## config.mk

```make
export PLATFORM = sky130hd
export DESIGN_NAME = pvrg_ctrl
export DESIGN_NICKNAME = d
export VERILOG_FILES = /design/src/hw/rtl/pvrg_pkg.sv /design/src/hw/rtl/pvrg_ctrl.sv
export SDC_FILE = /design/constraint.sdc
export NUM_CORES = 1
export LEC_CHECK = 0
export BUFFER_PORTS_ARGS = -buffer_cell sky130_fd_sc_hd__buf_2
export CORE_AREA = 2 2 39 41
export CTS_CLUSTER_SIZE = 30
export DETAILED_ROUTE_END_ITERATION = 8
export DIE_AREA = 0 0 41 43
export GPL_TIMING_DRIVEN = 1
export SLEW_MARGIN = 25
export SYNTH_ARGS = -nofsm -noshare
export SYNTH_HDL_FRONTEND = slang
export SYNTH_SLANG_ARGS = --single-unit
export TNS_END_PERCENT = 10
```

## constraint.sdc

```tcl
create_clock -name clk -period 3.6 [get_ports clk]
set_input_delay 0.18 -clock clk [delete_from_list [all_inputs] [get_ports clk]]
set_output_delay 0.18 -clock clk [all_outputs]
set_load 0.05 [all_outputs]
```

## src/hw/rtl/pvrg_pkg.sv

```systemverilog
// Shared types and constants for the pooled vector random generator.
// Holds the controller state type, the command and status structs and the pool geometry.
// No dependencies.
package pvrg_pkg;

	// data and pool geometry
	localparam int WORD_W        = 32;
	localparam int LANE_W        = 2 * WORD_W;
	localparam int POOL_DEPTH    = 64;
	localparam int POOL_AW       = 6;
	localparam int SCRATCH_DEPTH = 32;
	localparam int SCRATCH_AW    = 5;
	localparam int VEC_WORDS     = 8;
	localparam int VEC_COUNT     = 8;
	localparam int SRC_VECS      = 4;
	localparam int LANES         = 4;
	localparam int CNT_W         = 6;
	localparam int WL_W          = 7;

	// refill scheme: word rotation and lane shift for even and odd source vectors
	localparam int ROT_EVEN = 5;
	localparam int ROT_ODD  = 3;
	localparam int SHR_EVEN = 1;
	localparam int SHR_ODD  = 3;

	// step counter end points
	localparam logic [CNT_W-1:0] LOAD_LAST  = 6'd32;
	localparam logic [CNT_W-1:0] WRITE_LAST = 6'd63;
	localparam logic [CNT_W-1:0] DIV_LAST   = 6'd31;

	localparam logic [WL_W-1:0] WL_FULL = 7'd64;

	// command codes
	localparam logic CMD_DRAW = 1'b0;
	localparam logic CMD_SEED = 1'b1;

	typedef enum logic [2:0] {
		ST_IDLE,
		ST_DECODE,
		ST_LOAD,
		ST_WRITE,
		ST_READ,
		ST_LATCH,
		ST_DIV,
		ST_DONE
	} state_t;

	typedef struct packed {
		logic take_in;
		logic seed_wr;
		logic cnt_clr;
		logic cnt_inc;
		logic load_rd;
		logic refill_wr;
		logic draw_rd;
		logic div_load;
		logic div_step;
		logic res_load;
	} ctl_cmd_t;

	typedef struct packed {
		logic cmd_seed;
		logic mod_zero;
		logic wl_zero;
		logic load_last;
		logic write_last;
		logic div_last;
		logic out_free;
	} ctl_sts_t;

endpackage

```

## src/hw/rtl/pvrg_ctrl.sv

```systemverilog
// Controller state machine: sequences decode, pool refill, pool read,
// serial remainder and result hand-off. Depends on pvrg_pkg.
module pvrg_ctrl (
	input  logic                clk,
	input  logic                arst_n,
	input  logic                in_valid,
	output logic                in_stall,
	input  pvrg_pkg::ctl_sts_t  sts,
	output pvrg_pkg::ctl_cmd_t  cmd
);

	pvrg_pkg::state_t state_q;
	pvrg_pkg::state_t state_nxt;

	// state register
	always_ff @(posedge clk or negedge arst_n) begin
		if (!arst_n) begin
			state_q <= pvrg_pkg::ST_IDLE;
		end else begin
			state_q <= state_nxt;
		end
	end

	// next state and commands
	always_comb begin
		state_nxt = state_q;
		cmd       = '0;
		in_stall  = (state_q != pvrg_pkg::ST_IDLE);
		case (state_q)
			pvrg_pkg::ST_IDLE: begin
				if (in_valid) begin
					cmd.take_in = 1'b1;
					state_nxt   = pvrg_pkg::ST_DECODE;
				end
			end
			pvrg_pkg::ST_DECODE: begin
				if (sts.cmd_seed) begin
					cmd.seed_wr = 1'b1;
					state_nxt   = pvrg_pkg::ST_DONE;
				end else if (sts.mod_zero) begin
					state_nxt = pvrg_pkg::ST_DONE;
				end else if (sts.wl_zero) begin
					cmd.cnt_clr = 1'b1;
					state_nxt   = pvrg_pkg::ST_LOAD;
				end else begin
					state_nxt = pvrg_pkg::ST_READ;
				end
			end
			// copy source vectors into the scratch set
			pvrg_pkg::ST_LOAD: begin
				cmd.load_rd = 1'b1;
				cmd.cnt_inc = 1'b1;
				if (sts.load_last) begin
					cmd.cnt_clr = 1'b1;
					state_nxt   = pvrg_pkg::ST_WRITE;
				end
			end
			// write back all new pool words
			pvrg_pkg::ST_WRITE: begin
				cmd.refill_wr = 1'b1;
				cmd.cnt_inc   = 1'b1;
				if (sts.write_last) begin
					cmd.cnt_clr = 1'b1;
					state_nxt   = pvrg_pkg::ST_READ;
				end
			end
			pvrg_pkg::ST_READ: begin
				cmd.draw_rd = 1'b1;
				state_nxt   = pvrg_pkg::ST_LATCH;
			end
			pvrg_pkg::ST_LATCH: begin
				cmd.div_load = 1'b1;
				cmd.cnt_clr  = 1'b1;
				state_nxt    = pvrg_pkg::ST_DIV;
			end
			pvrg_pkg::ST_DIV: begin
				cmd.div_step = 1'b1;
				cmd.cnt_inc  = 1'b1;
				if (sts.div_last) begin
					state_nxt = pvrg_pkg::ST_DONE;
				end
			end
			pvrg_pkg::ST_DONE: begin
				if (sts.out_free) begin
					cmd.res_load = 1'b1;
					state_nxt    = pvrg_pkg::ST_IDLE;
				end
			end
			default: begin
				state_nxt = pvrg_pkg::ST_IDLE;
			end
		endcase
	end

endmodule

```

## Yosys cells after proc, flatten, opt, wreduce, memory -nomap -nowiden

Index checks and enable logic that the tools add are counted.
Widths: inputs -> output; s select.

- Register bits after elaboration: 3
- Bits of input ports: 10
- Output and inout bits: 11
- Word-level logic and storage cells: 44

- Eq/ne operators: 12
- Muxes and demuxes: 27
- Reduce and logical (&&, ||, !) cells: 4

Operators with widths:

| kind | count |
|---|---|
| $mux 3 | 8 |
| $pmux 3 s8 | 1 |
| $mux 1 | 17 |
| $eq 3x3->1 const B | 4 |
| $ne 2x2->1 const B | 5 |
| $eq 3x2->1 const B | 2 |
| $reduce_and 5->1 | 1 |
| $pmux 1 s4 | 1 |
| $eq 3x1->1 const B | 1 |
| $logic_not 3->1 | 1 |
| $reduce_bool 3->1 | 1 |
| $reduce_or 3->1 | 1 |

## Longest topological paths before layout

- Word-level depth: 4
- Mapped depth: 5
- Gate-level depth less buffers: 3

## Least setup slack after synthesis

No wires, ideal clock.

- Path type: reg-to-output
- Start: register state_q[2]
- End: output cmd[3] (netlist bit)
- Data arrival time: 1875 ps
- Required time: 3420 ps
- Path slack: 1545 ps
- Cell stages (with the launch flop): 4
- Buffers on the path: 2
- Cells stage by stage: dfrtp_1 buf_2 clkbuf_1 nor3b_1

RTL lines:

| item | line | text |
|---|---|---|
| start: declaration | pvrg_ctrl.sv:12 | `pvrg_pkg::state_t state_q;` |
| start signal: assignment | pvrg_ctrl.sv:18 | `state_q <= pvrg_pkg::ST_IDLE;` |
| start signal: assignment | pvrg_ctrl.sv:20 | `state_q <= state_nxt;` |
| end: declaration | pvrg_ctrl.sv:9 | `output pvrg_pkg::ctl_cmd_t cmd` |

==> impl_metrics.py <==
metrics = {
    "placement": {
        "dp_worst_setup_slack_ns": 2.09,
        "globalplace.congestion": 0.696,
        "numPortBuffers": 20,
        "dp_cells": 76,
        "dp.final_hpwl_um": 611,
    },
    "timing": {
        "setup_tns_ns": 0,
        "slew_violations": 0,
        "period_needed_ns": 1.77,
        "rsz0062_at_grt": "no",
        "worstMarginPinSlew_ns": 0.505,
        "period_share_pct": 49.1,
        "final_hold_viol_count": 0,
        "fmax_ghz": 0.566,
        "finClkSkew_ns": 0.00420,
        "setup_slack_ns": 1.83,
        "setup_viol": 0,
        "slew_headroom_pct": 66.3,
    },
    "status": {
        "status": "finished clean",
    },
    "clock_tree": {
        "clkTransAtPathRegs_ns": 0.03,
        "numCtsBuffers": 3,
        "insertion_delay_ns": 0.24,
        "cts_buffer_depth": 2,
        "root_buffer": "clkbuf_4",
        "postCtsHoldBufs": 1,
        "numClockSinks": 3,
        "cts_setup_buffers": 0,
        "cts_tree": "built",
        "htreeDepth": 1,
        "cts_resized": 0,
    },
    "power": {
        "power_uw": 510,
        "powerDensity_nw_per_um2": 1070,
        "ir_drop_v": 0.000390,
        "power_leakage_nw": 0.238,
    },
    "grt": {
        "antenna_found_initial": 0,
        "track_usage_pct": 9.83,
        "overflow": 0,
        "grt_first_pass_wirelength_um": 1190,
        "grt_max_degree": 21,
        "grt_pass1_vias": 284,
    },
    "detailed_routing": {
        "wirelength_um": 857,
        "dr.pass1.iters": 4,
        "detail_route.wl_per_cell_um": 10.6,
        "wl_met1_um": 423,
        "viasPerCell": 4.79,
        "ant_nets": 0,
        "wl_met3_um": 70,
        "post-route-drc-count": 0,
        "drtIter0Drc": 3,
        "highest_layer": "met4",
        "num_vias": 388,
        "dr_wl_met2_um": 349,
    },
    "floorplanning": {
        "core_um2": 1380,
        "die-width_um": 41,
        "num_rows": 14,
        "die_area_um2": 1760,
        "die_y_um": 43,
        "io_pins": 21,
        "initial_core_util_pct": 25.5,
    },
    "cells_and_area": {
        "regMostFlops": "state_q",
        "num-nets-final": 76,
        "fin_util_pct": 34.4,
        "seq_area_um2": 75.1,
        "fill_cells": 164,
        "largest_reg_flops": 3,
        "reg.largest.list": "state_q: 3 flops",
        "drive_gt1_share_pct": 38.5,
        "final_cells": 81,
        "diodes": 0,
        "area_growth_pct": 34.8,
        "multi_input_area_um2": 240,
    },
    "run": {
        "max_cap_violations": 0,
    },
    "logic_synthesis": {
        "syn_inst": 46,
        "ys_warn_count": 0,
        "syn_nets": 56,
        "ys_types": 26,
        "syn_area_um2": 353,
        "synth_seq_area_share_pct": 21.3,
        "ys_ff_latch": 3,
        "avgSynthCellArea_um2": 7.67,
    },
    "setup_path": {
        "crit_path_max_incr_delay_ns": 0.65,
        "cp.required_ns": 3.42,
        "crit_fanout": 20,
        "path_cells": "or2b_1 > o22ai_1 > buf_2",
        "cp.arrival_ns": 1.59,
        "criticalPathCategory": "reg -> out",
        "end_kind": "output pin",
        "path_buf_inv": 1,
        "path_delay_family": "flip-flops",
        "cpMaxStageDelayCell": "dfrtp_1",
        "start_kind": "flop",
    },
    "min_path": {
        "hold_path_class": "in -> reg",
    },
}
## cells in the final DEF (no fill, tap or decap), drive strengths merged, types with 2 or more instances in the layout
cell | Yosys | layout
nand2 | 5 | 5
buf | 4 | 20
clkbuf | 2 | 4
o21ai | 4 | 4
nor2 | 3 | 3
and2 | 2 | 2
and3b | 2 | 2
mux2i | 2 | 2
dfrtp | 3 | 3
nor3b | 3 | 3
a21oi | 2 | 2
## cells in the mapped netlist
cell type	n	area share, %
and2_1	2	3.5
o22ai_1	1	1.8
nand2_1	5	5.3
nor3b_1	3	6.4
nand3_1	1	1.4
a2bb2oi_1	1	2.5
or2b_1	1	2.1
and3b_1	2	5.0
buf_6	1	3.2
and4bb_2	1	3.5
or3_1	1	1.8
mux2i_1	2	5.7
o211ai_1	1	2.1
o21ai_0	4	5.7
buf_2	3	4.3
a211oi_1	1	2.1
dfrtp_1	3	21
nor2_1	3	3.2
nor3_1	1	1.4
o41a_1	1	3.2
o22a_1	1	2.5
clkbuf_1	2	2.1
mux2_2	1	3.2
a21oi_1	2	2.8
or4b_1	1	2.8
inv_1	1	1.1
## per-layer routing
| layer | vias up | GRT usage, % |
|---|---|---|
| met5 | - | 0 |
| met4 | 0 | 8.00 |
| met3 | 2 | 0 |
| met2 | 16 | 12.2 |
| met1 | 165 | 15.1 |
| li1 | 205 | - |
## power breakdown
group          internal, mW  switching (mW)  total, mW
sequential           0.0500          0.0675      0.117
combinational         0.112           0.220      0.332
clock                0.0416          0.0186     0.0602
## worst register-to-register path, cell delays in order (launching register included)
cell	delay [ns]
dfrtp_1	0.55
or4b_1	0.60
a21oi_1	0.16
a21oi_1	0.05
## through the flow
stage | hold WS (ns) | instance area (um2)
global route | 0.271 | 475
floorplan | -0.116 | 353
detailed placement | -0.0207 | 439
finish | 0.248 | 475
global placement | -0.0199 | 439
CTS | 0.243 | 475
## kinds of logic (layout without fill, tap and decap cells)
group / after synthesis / count (layout) / synth area share [%]
simple gates: 21 / 21 / 36.5
flops: 3 / 3 / 21.3
buf+inv: 7 / 26 / 10.6
compound gates: 12 / 12 / 22.7
mux: 3 / 3 / 8.87
## worst paths after layout
kind	from	to	slack (ns)	cells after the start
setup / recovery	state_q[1]$_DFFE_PN0P_	cmd[7]	1.83	3
hold reg to reg	state_q[1]$_DFFE_PN0P_	state_q[2]$_DFFE_PN0P_	0.80	1
hold / removal	sts[1]	state_q[1]$_DFFE_PN0P_	0.25	4
min in group asynchronous	arst_n	state_q[0]$_DFFE_PN0P_	0.27	2
setup reg to reg	state_q[1]$_DFFE_PN0P_	state_q[2]$_DFFE_PN0P_	2.09	3
max in group asynchronous	arst_n	state_q[1]$_DFFE_PN0P_	3.22	2
## final cells by class
type,instances,area share [%]
Multi-Input combinational cell,36,50.5
Timing Repair Buffer,21,23.2
Sequential cell,3,15.8
Clock buffer,4,5.53
Tap cell,16,4.21
Inverter,1,0.789
No activity file was read; power rests on OpenSTA's default activity.
